### config.mk
export PLATFORM = sky130hd
export DESIGN_NAME = tensor_node_dof_ordering_flat
export DESIGN_NICKNAME = d
export VERILOG_FILES = /design/src/hw/rtl/tnd_pkg.sv /design/src/hw/rtl/tnd_if.sv /design/src/hw/rtl/tnd_cfg.sv /design/src/hw/rtl/tnd_map.sv /design/src/hw/rtl/tnd_pipe.sv /design/src/hw/rtl/tensor_node_dof_ordering.sv /design/src/flat_wrapper.sv
export SDC_FILE = /design/constraint.sdc
export NUM_CORES = 1
export LEC_CHECK = 0
export ABC_AREA = 1
export BUFFER_PORTS_ARGS = -buffer_cell sky130_fd_sc_hd__buf_4
export CAP_MARGIN = 15
export CORE_MARGIN = 2
export CORE_UTILIZATION = 55
export CTS_BUF_LIST = sky130_fd_sc_hd__clkbuf_8
export CTS_CLUSTER_DIAMETER = 60
export DETAILED_ROUTE_END_ITERATION = 6
export PLACE_DENSITY = 0.73
export SLEW_MARGIN = 20
export SYNTH_ARGS = -nofsm -noshare
export SYNTH_HDL_FRONTEND = slang
export SYNTH_SLANG_ARGS = --single-unit
### constraint.sdc
create_clock -name clk_i -period 6.15 [get_ports clk_i]
set_input_delay 0.3075 -clock clk_i [delete_from_list [all_inputs] [get_ports clk_i]]
set_output_delay 0.3075 -clock clk_i [all_outputs]
set_load 0.01 [all_outputs]
### src/hw/rtl/tnd_pkg.sv
// ----------------------------------------------------------------------------
// tnd_pkg: shared types and constants for tensor node DOF ordering
// Field widths, register indexes and the beat and configuration structs.
// ----------------------------------------------------------------------------
package tnd_pkg;

  localparam int CoordW   = 4;
  localparam int DimsW    = 2;
  localparam int OrderW   = 4;
  localparam int DofW     = 12;
  localparam int CfgIdxW  = 1;
  localparam int CfgDataW = 4;
  localparam int CoefW    = 5;
  localparam int SqW      = 2 * OrderW;

  // Register indexes of the configuration port
  localparam logic [CfgIdxW-1:0] CfgIdxDimensions   = 1'b0;
  localparam logic [CfgIdxW-1:0] CfgIdxElementOrder = 1'b1;

  // Reset values
  localparam logic [DimsW-1:0]  DimsReset  = 2'd3;
  localparam logic [OrderW-1:0] OrderReset = 4'd1;

  // Element kinds by dimension
  localparam logic [DimsW-1:0] DimsLine = 2'd1;
  localparam logic [DimsW-1:0] DimsQuad = 2'd2;

  // Input beat: one tensor node position
  typedef struct packed {
    logic [CoordW-1:0] coord_x;
    logic [CoordW-1:0] coord_y;
    logic [CoordW-1:0] coord_z;
  } tnd_in_t;

  // Result beat: DOF number and reject flag
  typedef struct packed {
    logic [DofW-1:0] dof_number;
    logic            out_of_range;
  } tnd_out_t;

  // Configuration with quantities derived from the order
  typedef struct packed {
    logic [DimsW-1:0]  dims;
    logic [OrderW-1:0] order;
    logic [OrderW-1:0] m;         // nodes per edge, order - 1
    logic [SqW-1:0]    mm;        // nodes per face
    logic [DofW-1:0]   face_base; // first face DOF of a hexahedron
    logic              ok;        // dimensions and order usable
  } tnd_cfg_t;

endpackage

### src/hw/rtl/tnd_if.sv
// ----------------------------------------------------------------------------
// tnd_if: valid/ready stream channels
// Input channel carries node positions, output channel carries DOF results.
// ----------------------------------------------------------------------------
interface tnd_in_if import tnd_pkg::*; ();
  logic    valid;
  logic    ready;
  tnd_in_t data;

  modport source (output valid, output data, input ready);
  modport sink   (input valid, input data, output ready);
endinterface

interface tnd_out_if import tnd_pkg::*; ();
  logic     valid;
  logic     ready;
  tnd_out_t data;

  modport source (output valid, output data, input ready);
  modport sink   (input valid, input data, output ready);
endinterface

### src/hw/rtl/tnd_cfg.sv
// ----------------------------------------------------------------------------
// tnd_cfg: configuration registers
// Holds dimensions and order and registers the per-order constants with them.
// ----------------------------------------------------------------------------
module tnd_cfg import tnd_pkg::*; #(
  parameter int MAX_ORDER = 15
) (
  input  logic                clk_i,
  input  logic                rst_ni,
  input  logic                cfg_we_i,
  input  logic [CfgIdxW-1:0]  cfg_idx_i,
  input  logic [CfgDataW-1:0] cfg_data_i,
  output tnd_cfg_t            cfg_o
);

  tnd_cfg_t          cfg_d, cfg_q;
  logic [DimsW-1:0]  dims_d;
  logic [OrderW-1:0] order_d;
  logic [OrderW-1:0] m_d;

  // Pick up a write, then derive the order constants from the new values
  always_comb begin
    dims_d  = cfg_q.dims;
    order_d = cfg_q.order;
    if (cfg_we_i) begin
      case (cfg_idx_i)
        CfgIdxDimensions:   dims_d  = cfg_data_i[DimsW-1:0];
        CfgIdxElementOrder: order_d = cfg_data_i[OrderW-1:0];
        default: ;
      endcase
    end
    m_d             = order_d - OrderW'(1);
    cfg_d.dims      = dims_d;
    cfg_d.order     = order_d;
    cfg_d.m         = m_d;
    cfg_d.mm        = SqW'(m_d) * SqW'(m_d);
    cfg_d.face_base = DofW'(8) + DofW'(m_d) * DofW'(12);
    cfg_d.ok        = (dims_d != '0) && (order_d != '0) && (int'(order_d) <= MAX_ORDER);
  end

  // Hold configuration
  always_ff @(posedge clk_i or negedge rst_ni) begin
    if (!rst_ni) begin
      cfg_q.dims      <= DimsReset;
      cfg_q.order     <= OrderReset;
      cfg_q.m         <= '0;
      cfg_q.mm        <= '0;
      cfg_q.face_base <= DofW'(8);
      cfg_q.ok        <= (int'(OrderReset) <= MAX_ORDER);
    end else begin
      cfg_q <= cfg_d;
    end
  end

  assign cfg_o = cfg_q;

endmodule

### src/hw/rtl/tnd_map.sv
// ----------------------------------------------------------------------------
// tnd_map: node position to DOF number
// Classifies each axis, picks base and coefficients, then multiplies and adds.
// ----------------------------------------------------------------------------
module tnd_map import tnd_pkg::*; (
  input  tnd_cfg_t cfg_i,
  input  tnd_in_t  node_i,
  output tnd_out_t res_o
);

  logic [CoordW-1:0]   x, y, z, o;
  logic                x_lo, x_hi, y_lo, y_hi, z_lo, z_hi;
  logic                bx, by, bz;
  logic                bad;
  logic [1:0]          crn;
  logic [DofW-1:0]     base;
  logic [CoefW-1:0]    coef_a, coef_b;
  logic [CoordW-1:0]   offs;
  logic [DofW-1:0]     prod_a;
  logic [CoefW+OrderW-1:0] prod_b;
  logic [DofW-1:0]     sum;

  assign x = node_i.coord_x;
  assign y = node_i.coord_y;
  assign z = node_i.coord_z;
  assign o = cfg_i.order;

  // Axis classes: low end, high end, otherwise interior
  assign x_lo = (x == '0);
  assign x_hi = (x == o);
  assign y_lo = (y == '0);
  assign y_hi = (y == o);
  assign z_lo = (z == '0);
  assign z_hi = (z == o);
  assign bx   = x_lo | x_hi;
  assign by   = y_lo | y_hi;
  assign bz   = z_lo | z_hi;

  // Vertex number inside a square layer
  assign crn = y_hi ? (x_hi ? 2'd2 : 2'd3) : (x_hi ? 2'd1 : 2'd0);

  // Reject bad configuration, coordinates past the order, stray unused axes
  always_comb begin
    bad = !cfg_i.ok || (x > o);
    if (cfg_i.dims >= DimsQuad) bad = bad || (y > o);
    else                        bad = bad || (y != '0);
    if (cfg_i.dims > DimsQuad)  bad = bad || (z > o);
    else                        bad = bad || (z != '0);
  end

  // Select base, face coefficient, edge coefficient and offset
  always_comb begin
    base   = '0;
    coef_a = '0;
    coef_b = '0;
    offs   = '0;
    case (cfg_i.dims)
      DimsLine: begin
        if (x_lo)      base = '0;
        else if (x_hi) base = DofW'(1);
        else           base = DofW'(x) + DofW'(1);
      end
      DimsQuad: begin
        base = DofW'(4);
        if (bx && by) begin
          base = DofW'(crn);
        end else if (!bx && y_lo) begin
          offs = x - 4'd1;
        end else if (x_hi && !by) begin
          coef_b = CoefW'(1);
          offs   = y - 4'd1;
        end else if (!bx && y_hi) begin
          coef_b = CoefW'(2);
          offs   = o - x - 4'd1;
        end else if (x_lo && !by) begin
          coef_b = CoefW'(3);
          offs   = o - y - 4'd1;
        end else begin
          coef_b = CoefW'(y) + CoefW'(3);
          offs   = x - 4'd1;
        end
      end
      default: begin
        if (bx && by && bz) begin
          base = DofW'({z_hi, 2'b00}) + DofW'(crn);
        end else if (bz && (bx != by)) begin
          // Edge in a z layer
          base = DofW'(8);
          if (!bx) begin
            coef_b = CoefW'({z_hi, y_hi, 1'b0});
            offs   = x - 4'd1;
          end else begin
            coef_b = CoefW'({z_hi, 2'b00}) + (x_hi ? CoefW'(1) : CoefW'(3));
            offs   = y - 4'd1;
          end
        end else if (bx && by) begin
          // Edge along z
          base   = DofW'(8);
          coef_b = CoefW'(8) + CoefW'(crn);
          offs   = z - 4'd1;
        end else begin
          base = cfg_i.face_base;
          if (bz) begin
            if (z_lo) begin
              coef_b = CoefW'(o - y - 4'd1);
            end else begin
              coef_a = CoefW'(5);
              coef_b = CoefW'(y - 4'd1);
            end
            offs = x - 4'd1;
          end else if (by) begin
            if (y_lo) begin
              coef_a = CoefW'(1);
              coef_b = CoefW'(x - 4'd1);
              offs   = z - 4'd1;
            end else begin
              coef_a = CoefW'(3);
              coef_b = CoefW'(z - 4'd1);
              offs   = o - x - 4'd1;
            end
          end else if (bx) begin
            coef_b = CoefW'(z - 4'd1);
            if (x_hi) begin
              coef_a = CoefW'(2);
              offs   = y - 4'd1;
            end else begin
              coef_a = CoefW'(4);
              offs   = o - y - 4'd1;
            end
          end else begin
            // Interior, after the six faces
            coef_a = CoefW'(z) + CoefW'(5);
            coef_b = CoefW'(y - 4'd1);
            offs   = x - 4'd1;
          end
        end
      end
    endcase
  end

  // Combine: base + a*mm + b*m + offset, wrapped to the DOF width
  assign prod_a = DofW'(coef_a) * DofW'(cfg_i.mm);
  assign prod_b = (CoefW+OrderW)'(coef_b) * (CoefW+OrderW)'(cfg_i.m);
  assign sum    = base + prod_a + DofW'(prod_b) + DofW'(offs);

  assign res_o.dof_number   = bad ? '0 : sum;
  assign res_o.out_of_range = bad;

endmodule

### src/hw/rtl/tnd_pipe.sv
// ----------------------------------------------------------------------------
// tnd_pipe: input register, mapping logic and result register
// Two valid/ready stages; each moves whenever the stage after it has room.
// ----------------------------------------------------------------------------
module tnd_pipe import tnd_pkg::*; (
  input  logic     clk_i,
  input  logic     rst_ni,
  input  tnd_cfg_t cfg_i,
  tnd_in_if.sink   in_i,
  tnd_out_if.source out_o
);

  logic     s1_valid_q, s1_valid_d;
  logic     s2_valid_q, s2_valid_d;
  logic     s1_ready, s2_ready;
  tnd_in_t  s1_data_q;
  tnd_out_t s2_data_q;
  tnd_out_t map_res;

  // Ready chain: a stage takes a beat when it is empty or drains this cycle
  assign s2_ready   = !s2_valid_q || out_o.ready;
  assign s1_ready   = !s1_valid_q || s2_ready;
  assign in_i.ready = s1_ready;

  assign s1_valid_d = s1_ready ? in_i.valid : s1_valid_q;
  assign s2_valid_d = s2_ready ? s1_valid_q : s2_valid_q;

  tnd_map u_map (
    .cfg_i  (cfg_i),
    .node_i (s1_data_q),
    .res_o  (map_res)
  );

  // Advance valid flags
  always_ff @(posedge clk_i or negedge rst_ni) begin
    if (!rst_ni) begin
      s1_valid_q <= 1'b0;
      s2_valid_q <= 1'b0;
    end else begin
      s1_valid_q <= s1_valid_d;
      s2_valid_q <= s2_valid_d;
    end
  end

  // Load payloads on transfer, hold otherwise
  always_ff @(posedge clk_i) begin
    if (in_i.valid && s1_ready) begin
      s1_data_q <= in_i.data;
    end
    if (s1_valid_q && s2_ready) begin
      s2_data_q <= map_res;
    end
  end

  assign out_o.valid = s2_valid_q;
  assign out_o.data  = s2_data_q;

endmodule

### src/hw/rtl/tensor_node_dof_ordering.sv
// ----------------------------------------------------------------------------
// tensor_node_dof_ordering: tensor node to DOF number for line, quad, hex
// Top level: configuration registers and the two-stage mapping pipeline.
// ----------------------------------------------------------------------------
// The block returns each node's DOF number, in order vertices, edges, faces,
// interior, from its result register. Throughput is one beat per clock, set
// by the input and result registers, which both advance every cycle the output
// is taken; a stalled output holds one result and one node, then drops input
// ready. Registers are to be written only while the pipeline is empty, which
// the block does not enforce; they apply to every later beat. A coordinate
// above the order, a nonzero unused axis, dimensions 0 or an order of 0 or
// above MAX_ORDER returns out_of_range with DOF number 0.
module tensor_node_dof_ordering import tnd_pkg::*; #(
  parameter int MAX_ORDER = 15
) (
  input  logic                clk_i,
  input  logic                rst_ni,
  input  logic                cfg_we_i,
  input  logic [CfgIdxW-1:0]  cfg_idx_i,
  input  logic [CfgDataW-1:0] cfg_data_i,
  tnd_in_if.sink              in_i,
  tnd_out_if.source           out_o
);

  tnd_cfg_t cfg;

  tnd_cfg #(
    .MAX_ORDER (MAX_ORDER)
  ) u_cfg (
    .clk_i      (clk_i),
    .rst_ni     (rst_ni),
    .cfg_we_i   (cfg_we_i),
    .cfg_idx_i  (cfg_idx_i),
    .cfg_data_i (cfg_data_i),
    .cfg_o      (cfg)
  );

  tnd_pipe u_pipe (
    .clk_i  (clk_i),
    .rst_ni (rst_ni),
    .cfg_i  (cfg),
    .in_i   (in_i),
    .out_o  (out_o)
  );

`ifndef SYNTH
  // An empty result stage always lets a new beat in
  a_ready_when_empty : assert property (@(posedge clk_i) disable iff (!rst_ni)
    !out_o.valid |-> in_i.ready)
    else $error("input stalled with empty result stage");

  // After an accepted beat, the output shows a valid result beat
  a_latency : assert property (@(posedge clk_i) disable iff (!rst_ni)
    (in_i.valid && in_i.ready) |=> ##1 out_o.valid)
    else $error("accepted beat did not reach the output");

  // A rejected node carries DOF number zero
  a_reject_zero : assert property (@(posedge clk_i) disable iff (!rst_ni)
    (out_o.valid && out_o.data.out_of_range) |-> (out_o.data.dof_number == '0))
    else $error("rejected node with nonzero DOF number");
`endif

endmodule

### src/flat_wrapper.sv
// flat-port wrapper written by rule: the top's interface ports become plain ports
module tensor_node_dof_ordering_flat import tnd_pkg::*;
#(
  parameter int MAX_ORDER = 15
)
  (clk_i, rst_ni, cfg_we_i, cfg_idx_i, cfg_data_i, in_i_valid, in_i_data, in_i_ready, out_o_valid, out_o_data, out_o_ready);
  tnd_in_if in_i_i ();
  tnd_out_if out_o_i ();
  input  logic clk_i;
  input  logic rst_ni;
  input  logic cfg_we_i;
  input  logic [CfgIdxW-1:0] cfg_idx_i;
  input  logic [CfgDataW-1:0] cfg_data_i;
  input wire logic [$bits(in_i_i.valid)-1:0] in_i_valid;
  input wire logic [$bits(in_i_i.data)-1:0] in_i_data;
  output wire logic [$bits(in_i_i.ready)-1:0] in_i_ready;
  output wire logic [$bits(out_o_i.valid)-1:0] out_o_valid;
  output wire logic [$bits(out_o_i.data)-1:0] out_o_data;
  input wire logic [$bits(out_o_i.ready)-1:0] out_o_ready;
  assign in_i_i.valid = in_i_valid;
  assign in_i_i.data = in_i_data;
  assign in_i_ready = in_i_i.ready;
  assign out_o_valid = out_o_i.valid;
  assign out_o_data = out_o_i.data;
  assign out_o_i.ready = out_o_ready;
  tensor_node_dof_ordering #(.MAX_ORDER(MAX_ORDER)) u_core (.clk_i(clk_i), .rst_ni(rst_ni), .cfg_we_i(cfg_we_i), .cfg_idx_i(cfg_idx_i), .cfg_data_i(cfg_data_i), .in_i(in_i_i), .out_o(out_o_i));
endmodule
# ---- Word level (Yosys, flattened, before mapping)
# Cells that the tools add are included.
# Widths: inputs -> output; s select.
dict set report word_totals {
  regBits 55
  wordCells 141
  output_inout_bits 15
}
dict set report classes {
  n_bitwise 3
  mul 4
  n_lt_le_gt_ge 5
  mux 57
  n_eq_ne 6
  n_addsub 23
  reduce_logical 30
}
# op count
set op_table {}
lappend op_table {{$mux 5} 21}
lappend op_table {{$mux 4} 16}
lappend op_table {{$mux 12} 4}
lappend op_table {{$pmux 12 s2} 1}
lappend op_table {{$sub 4x1->4 const B} 6}
lappend op_table {{$sub 4x1->5 const B} 3}
lappend op_table {{$add 12x12->12} 1}
lappend op_table {{$add 12x4->12} 1}
lappend op_table {{$add 12x9->12} 1}
lappend op_table {{$eq 4x4->1} 3}
lappend op_table {{$gt 4x4->1} 3}
lappend op_table {{$logic_not 4->1} 3}
lappend op_table {{$mul 5x8->12} 1}
lappend op_table {{$reduce_bool 4->1} 3}
lappend op_table {{$logic_and 1x1->1} 10}
lappend op_table {{$mux 2} 5}
lappend op_table {{$pmux 5 s2} 1}
lappend op_table {{$add 4x8->9 const A} 1}
lappend op_table {{$mul 5x4->9} 1}
lappend op_table {{$mux 3} 3}
lappend op_table {{$mux 9} 1}
lappend op_table {{$mul 4x4->8} 1}
lappend op_table {{$pmux 4 s2} 1}
lappend op_table {{$sub 4x4->4} 2}
lappend op_table {{20 further kinds} 35}

# ---- Depth between registers and ports, before layout
dict set report logic_depth {
  word_depth 13
  ltp_mapped 37
  ltp_nobuf 36
}

# ---- Modules after synthesis
# A second synthesis with hierarchy kept.
dict set report unflattened {
  hier_cells 925
  hier_area_um2 7050.5
}
# mod area_each_um2 cells_each n_inst seq_area_each_um2
set modules_own_cells {}
lappend modules_own_cells {tnd_map 4924.7 746 1 0.0}
lappend modules_own_cells {tnd_cfg 1280.0 142 1 581.8}
lappend modules_own_cells {tnd_pipe 845.8 37 1 800.8}

# ---- Worst setup path before layout
# No wires, ideal clock.
dict set report synth_path {
  kind {flip-flop to flip-flop}
  from {register u_core.u_pipe.s1_data_q[8] (netlist name)}
  to {register u_core.u_pipe.s2_data_q, in the netlist u_core.u_pipe.out_o.data[12], data pin}
  arrival_ns 6.196
  setup_ns 0.255
  setup_slack_ns -0.301
  path_stages_with_launch 34
  t_required_ns 5.895
  n_path_buf 1
  path_cell_list {edfxtp_1 inv_1 ha_1 nand2_1 inv_1 nand2_4 nand2_4 ha_1 buf_2 nor2_1 inv_1 nor2_2 inv_1 nor3_4 nand2_2 a21oi_1 fa_1 inv_1 fa_1 fa_1 inv_1 fa_1 inv_1 fa_1 inv_1 ha_1 nand2_1 inv_1 nand2_1 a21oi_1 nor3_1 nand3_1 nand2_1 nor2_1}
}
dict set report synth_via {
  elab_chain_cells 13
}
# item line
set synth_lines {}
lappend synth_lines {{start: declaration} tnd_pipe.sv:16} ;# tnd_in_t s1_data_q;
lappend synth_lines {{start signal: assignment} tnd_pipe.sv:48} ;# s1_data_q <= in_i.data;
lappend synth_lines {{$eq 4x4->1 or $logic_not 4->1 (tied branches)} {tnd_map.sv:30, tnd_map.sv:29}}
lappend synth_lines {{$or 1x1->1 or $mux 3 (tied branches)} {tnd_map.sv:35, tnd_map.sv:123}}
lappend synth_lines {{$mux 5} tnd_map.sv:121} ;# end else if (bx) begin
lappend synth_lines {{$mux 5} tnd_map.sv:111} ;# end else if (by) begin
lappend synth_lines {{$mux 5} tnd_map.sv:103} ;# if (bz) begin
lappend synth_lines {{$mux 5} tnd_map.sv:96} ;# end else if (bx && by) begin
lappend synth_lines {{$mux 5} tnd_map.sv:86} ;# end else if (bz && (bx != by)) begin
lappend synth_lines {{$mux 5} tnd_map.sv:84} ;# if (bx && by && bz) begin
lappend synth_lines {{$mux 5} tnd_map.sv:57} ;# case (cfg_i.dims)
lappend synth_lines {{$mul 5x8->12} tnd_map.sv:142} ;# assign prod_a = DofW'(coef_a) * DofW'(cfg_i.mm);
lappend synth_lines {{$add 12x12->12} tnd_map.sv:144} ;# assign sum = base + prod_a + DofW'(prod_b) + DofW'(offs);
lappend synth_lines {{$add 12x9->12} tnd_map.sv:144}
lappend synth_lines {{$add 12x4->12} tnd_map.sv:144}
lappend synth_lines {{end signal: assignment} tnd_pipe.sv:51} ;# s2_data_q <= map_res;
lappend synth_lines {{end: declaration} tnd_pipe.sv:17} ;# tnd_out_t s2_data_q;
# Several ways; a longest one is shown, not always the timed one.
# A chain may end at the register's enable or synchronous reset.

# ---- Final worst setup path
dict set report layout_path {
  from {register u_core.u_cfg.cfg_q, in the netlist u_core.u_cfg.cfg_o[25]}
  to {register u_core.u_pipe.s2_data_q, in the netlist u_core.u_pipe.out_o.data[12], data pin}
}
dict set report layout_via {
  elab_chain_cells 13
}
# item line
set layout_lines {}
lappend layout_lines {{start: declaration} tnd_cfg.sv:16} ;# tnd_cfg_t cfg_d, cfg_q;
lappend layout_lines {{start signal: assignment} tnd_cfg.sv:51} ;# cfg_q <= cfg_d;
lappend layout_lines {{$eq 4x4->1, on equally long branches} {tnd_map.sv:30, tnd_map.sv:32}}
lappend layout_lines {{$or 1x1->1 (tied with other cells)} tnd_map.sv:35} ;# assign bx = x_lo | x_hi;
lappend layout_lines {{$mux 5 or $logic_not 1->1 (tied branches)} {tnd_map.sv:121, tnd_map.sv:69, tnd_map.sv:75}}
lappend layout_lines {{$mux 5 or $logic_and 1x1->1 (tied branches)} {tnd_map.sv:111, tnd_map.sv:75}}
lappend layout_lines {{$mux 5, on equally long branches} {tnd_map.sv:103, tnd_map.sv:75}}
lappend layout_lines {{$mux 5, on equally long branches} {tnd_map.sv:96, tnd_map.sv:72}}
lappend layout_lines {{$mux 5, on equally long branches} {tnd_map.sv:86, tnd_map.sv:69}}
lappend layout_lines {{$mux 5, on equally long branches} {tnd_map.sv:84, tnd_map.sv:67}}
lappend layout_lines {{$mux 5, on equally long branches} {tnd_map.sv:57, tnd_map.sv:65}}
lappend layout_lines {{$mul 5x8->12 or $pmux 5 s2 (tied branches)} {tnd_map.sv:142, tnd_map.sv:57}}
lappend layout_lines {{$add 12x12->12 or $mul 5x4->9 (tied branches)} {tnd_map.sv:144, tnd_map.sv:143}}
lappend layout_lines {{$add 12x9->12} tnd_map.sv:144}
lappend layout_lines {{$add 12x4->12} tnd_map.sv:144}
# Several ways; a longest one is shown, not always the timed one.

==> results by group <==
Die
  – Num ports: 37
  – Site Rows: 39
  – Placeable core region: 11,500 sq um
  – Width of the die: 113 um
  – Starting density of the core: about 57%
  – Area of the die: approximately 13,000 sq um
  – Die height: 113 um

STA
  – Worst hold margin: around 0.15 ns
  – Slew headroom: approximately 53%
  – Worst clock skew: 0.0114 ns
  – Final cycle utilization of the critical path: 97.1%
  – Setup TNS Final: 0 ns
  – Max Clk Rate: ~0.17 GHz
  – Setup repair after global routing missed its margin: yes
  – Final Hold Vio Count: 0
  – Worst Max-Slew Pin Slew: about 0.7 ns
  – Minimum clock period after layout: 5.97 ns
  – Number of setup violations in the final report: 0
  – Final max-slew violation count: 0
  – Post-layout worst setup margin: 0.177 ns

Clocking
  – Number of buffers between clock root and the deepest sink: 2
  – CTS tree: done
  – TritonCTS sink count: 50
  – Clock network latency to the later pin of the worst-skew pair: about 0.33 ns
  – Inserted Clock Buffers: 5
  – Clock transition at path regs: ~0.10 ns
  – Number of H-tree branching levels: 2
  – Root buffer cell: clkbuf_8

Setup path
  – Setup slack of the worst register-to-register path: 0.18 ns
  – Cell at the slowest stage of the critical path: dfstp_2
  – Beginning of the critical path: u_core.u_cfg.cfg_o[25]$_DFF_PN1_
  – Cell count along the critical path: 27
  – Reg-to-reg critical path startpoint: u_core.u_cfg.cfg_o[25]$_DFF_PN1_
  – Type of origin of the critical path: register
  – Category of the critical setup timing path: reg2reg
  – Worst Reg2Reg Path Length in Cells: 27
  – Critical path endpoint category: register
  – Required time reported for the critical path endpoint: approximately 6.2 ns
  – Largest fanout on the critical path: 7
  – Top cell family by delay on the critical path: adder cells
  – Critical path capture point: u_core.u_pipe.out_o.data[12]$_SDFFCE_PP0P_
  – Data arrival time of the critical path: 6.06 ns
  – Crit path buf inv count: 8
  – Endpoint of the worst-slack reg-to-reg timing path: u_core.u_pipe.out_o.data[12]$_SDFFCE_PP0P_
  – Maximum cell stage delay along the critical path: approximately 0.62 ns

Synth
  – Post-Synthesis Cell Area: 6520 sq um
  – Flip-flop and latch count after synthesis: 50
  – Count of different cell masters after synthesis: 50
  – Number of nets produced by synthesis: 1,005
  – Top-area cell type share of the netlist area: 15.3%
  – Cells after Synth: around 860
  – Part of the Yosys area used for sequential elements: 21.2%
  – Cell type with the largest total area after synthesis: ha_1
  – Most frequent cell after synthesis: nand2_1
  – Cell types with the largest area share after synthesis: ha_1 (15%), fa_1 (14%), edfxtp_1 (12%), nand2_1 (9.8%), inv_1 (9.3%)
  – Post-synth top cells: nand2_1 (171), inv_1 (161), nor2_1 (97), ha_1 (80), a21oi_1 (56)
  – Mean Syn Cell Area: roughly 7.6 sq um
  – Async set or reset register ratio after synthesis: about half
  – Number of synthesized flops with an enable pin: 25
  – Synthesis Warnings: 0
  – Dominant register cell in the synthesized netlist: edfxtp_1

GRT
  – Via count of the first global-routing pass: approximately 6.3k
  – GRT Total Usage: 29.9%
  – Initial antenna violation count: 0
  – Pin count of the biggest net entering global routing: 26
  – Grt total ovfl: 0
  – Wire length of the first global-routing pass: about 30,000 um

Drt
  – Detailed-route wire length per cell: around 16 um
  – Vias per inst: 5.52
  – Post-route ant nets: 0
  – Drt total wl: 19,100 um
  – Violation count after the first detailed-routing iteration: between 600 and 700
  – DRC: 3
  – First-pass detailed-route iteration total: 7
  – Routed vias: between 6k and 7k

Placement
  – HPWL after detailed placement: 14,600 um
  – Buffers added on ports: 36
  – Placer congestion estimate: 1.02
  – Number of placed instances with taps included: 1,127
  – Post-place setup slack: -0.184 ns
  – Cell area reported after detailed placement: 7700 sq um

Cells and area
  – Post-route core utilization: 72.6%
  – Nets: around 1.2k
  – Synthesis-to-layout area growth: 28.3%
  – Fill cells: between 800 and 900
  – Post-route non-filler standard cell count: 1,159
  – Fraction of final layout cells with drive strength greater than 1: 29.5%
  – Area of all placed cells without fillers: between 8000 and 9000 sq um
  – # diodes: 0

Hold path
  – Hold crit path type: in2reg

Job
  – Number of max-cap violations: 0

Status
  – Status: complete, but fails checks
  – Violations in the final reports: DRC

Pwr
  – Static power due to leakage: between 4 and 5 nW
  – Power Total: 4.20 mW
  – Power Dens Cells: just over 500 nW/um^2
  – Maximum VDD drop: about 0.43 mV
[cell type report]
class / instances / area (sq um) / area share [%]
repair buffers: 157 / 1190 / 14.2
clock buffers: 5 / 68.8 / 0.823
multi-input cells: 631 / 4830 / 57.7
flip-flops and latches: 50 / 1390 / 16.6
inverters: 170 / 646 / 7.72
well taps: 143 / 179 / 2.14
clock inverters: 3 / 68.8 / 0.823
[how the worst min path moves through the flow]
stage,from,end,slack [ns],depth (start not counted)
after floorplan,rst_ni,u_core.u_cfg.cfg_o[13]$_DFF_PN0_,0.01,0
after global placement,rst_ni,u_core.u_pipe.out_o.valid$_DFFE_PN0P_,0.23,1
after detailed placement,rst_ni,u_core.u_cfg.cfg_o[8]$_DFF_PN0_,0.23,1
after CTS,in_i_data[4],u_core.u_pipe.s1_data_q[4]$_DFFE_PP_,0.13,1
after global routing,in_i_data[4],u_core.u_pipe.s1_data_q[4]$_DFFE_PP_,0.13,1
final,in_i_data[5],u_core.u_pipe.s1_data_q[5]$_DFFE_PP_,0.15,1
[sequential cells by signal, indices dropped and copies added, names as in the netlist]
name and count:
u_core.u_cfg.cfg_o 23, u_core.u_pipe.out_o.data 13, u_core.u_pipe.s1_data_q 12, u_core.u_pipe.out_o.valid 1
u_core.u_pipe.s1_valid_q 1
[logic make-up after synthesis]
kind of cell,synth area share (%)
compound gates,9.96
xor+xnor,2.53
fa+ha+maj,29.8
buf+inv,10.3
flops,21.2
simple gates,26.2
[routing by layer]
metal	up-vias	track usage [%]	part of all wire (%)
met2	320	46.9	45
met1	2967	41.6	42
li1	3038	-	-
met5	-	0	0
met3	73	4.50	8.8
met4	0	12.4	4.1
[report_power, final]
part / internal (mW) / total (mW) / leakage [nW] / switching (mW)
Clock: 0.163 / 0.283 / 0.0683 / 0.120
Sequential: 0.446 / 0.481 / 0.529 / 0.0353
Combinational: 1.57 / 3.44 / 3.85 / 1.87
Total: 2.18 / 4.20 / 4.45 / 2.02
[what timing repair did]
| item | 4_1_cts | 5_1_grt |
|---|---|---|
| gates resized for setup | 13 | 71 |
| hold endpoints to repair | 20 | 0 |
| hold buffers | 1 | 0 |
| setup endpoints to repair | 6 | 8 |
| pin swaps | 15 | 46 |
| setup buffers | 5 | 18 |
[layout by cell type, fill, tap and decap left out, types with 10 or more instances in the layout]
master / instances
nor2_1: 90
a21oi_2: 10
xor2_1: 11
inv_1: 140
ha_4: 12
nand2_2: 16
inv_2: 26
edfxtp_1: 25
a21oi_1: 44
nand3_1: 44
buf_4: 154
fa_1: 41
nand2_1: 163
ha_1: 66
o21ai_0: 33
dfrtp_1: 18
No activity file was read; power rests on OpenSTA's default activity.
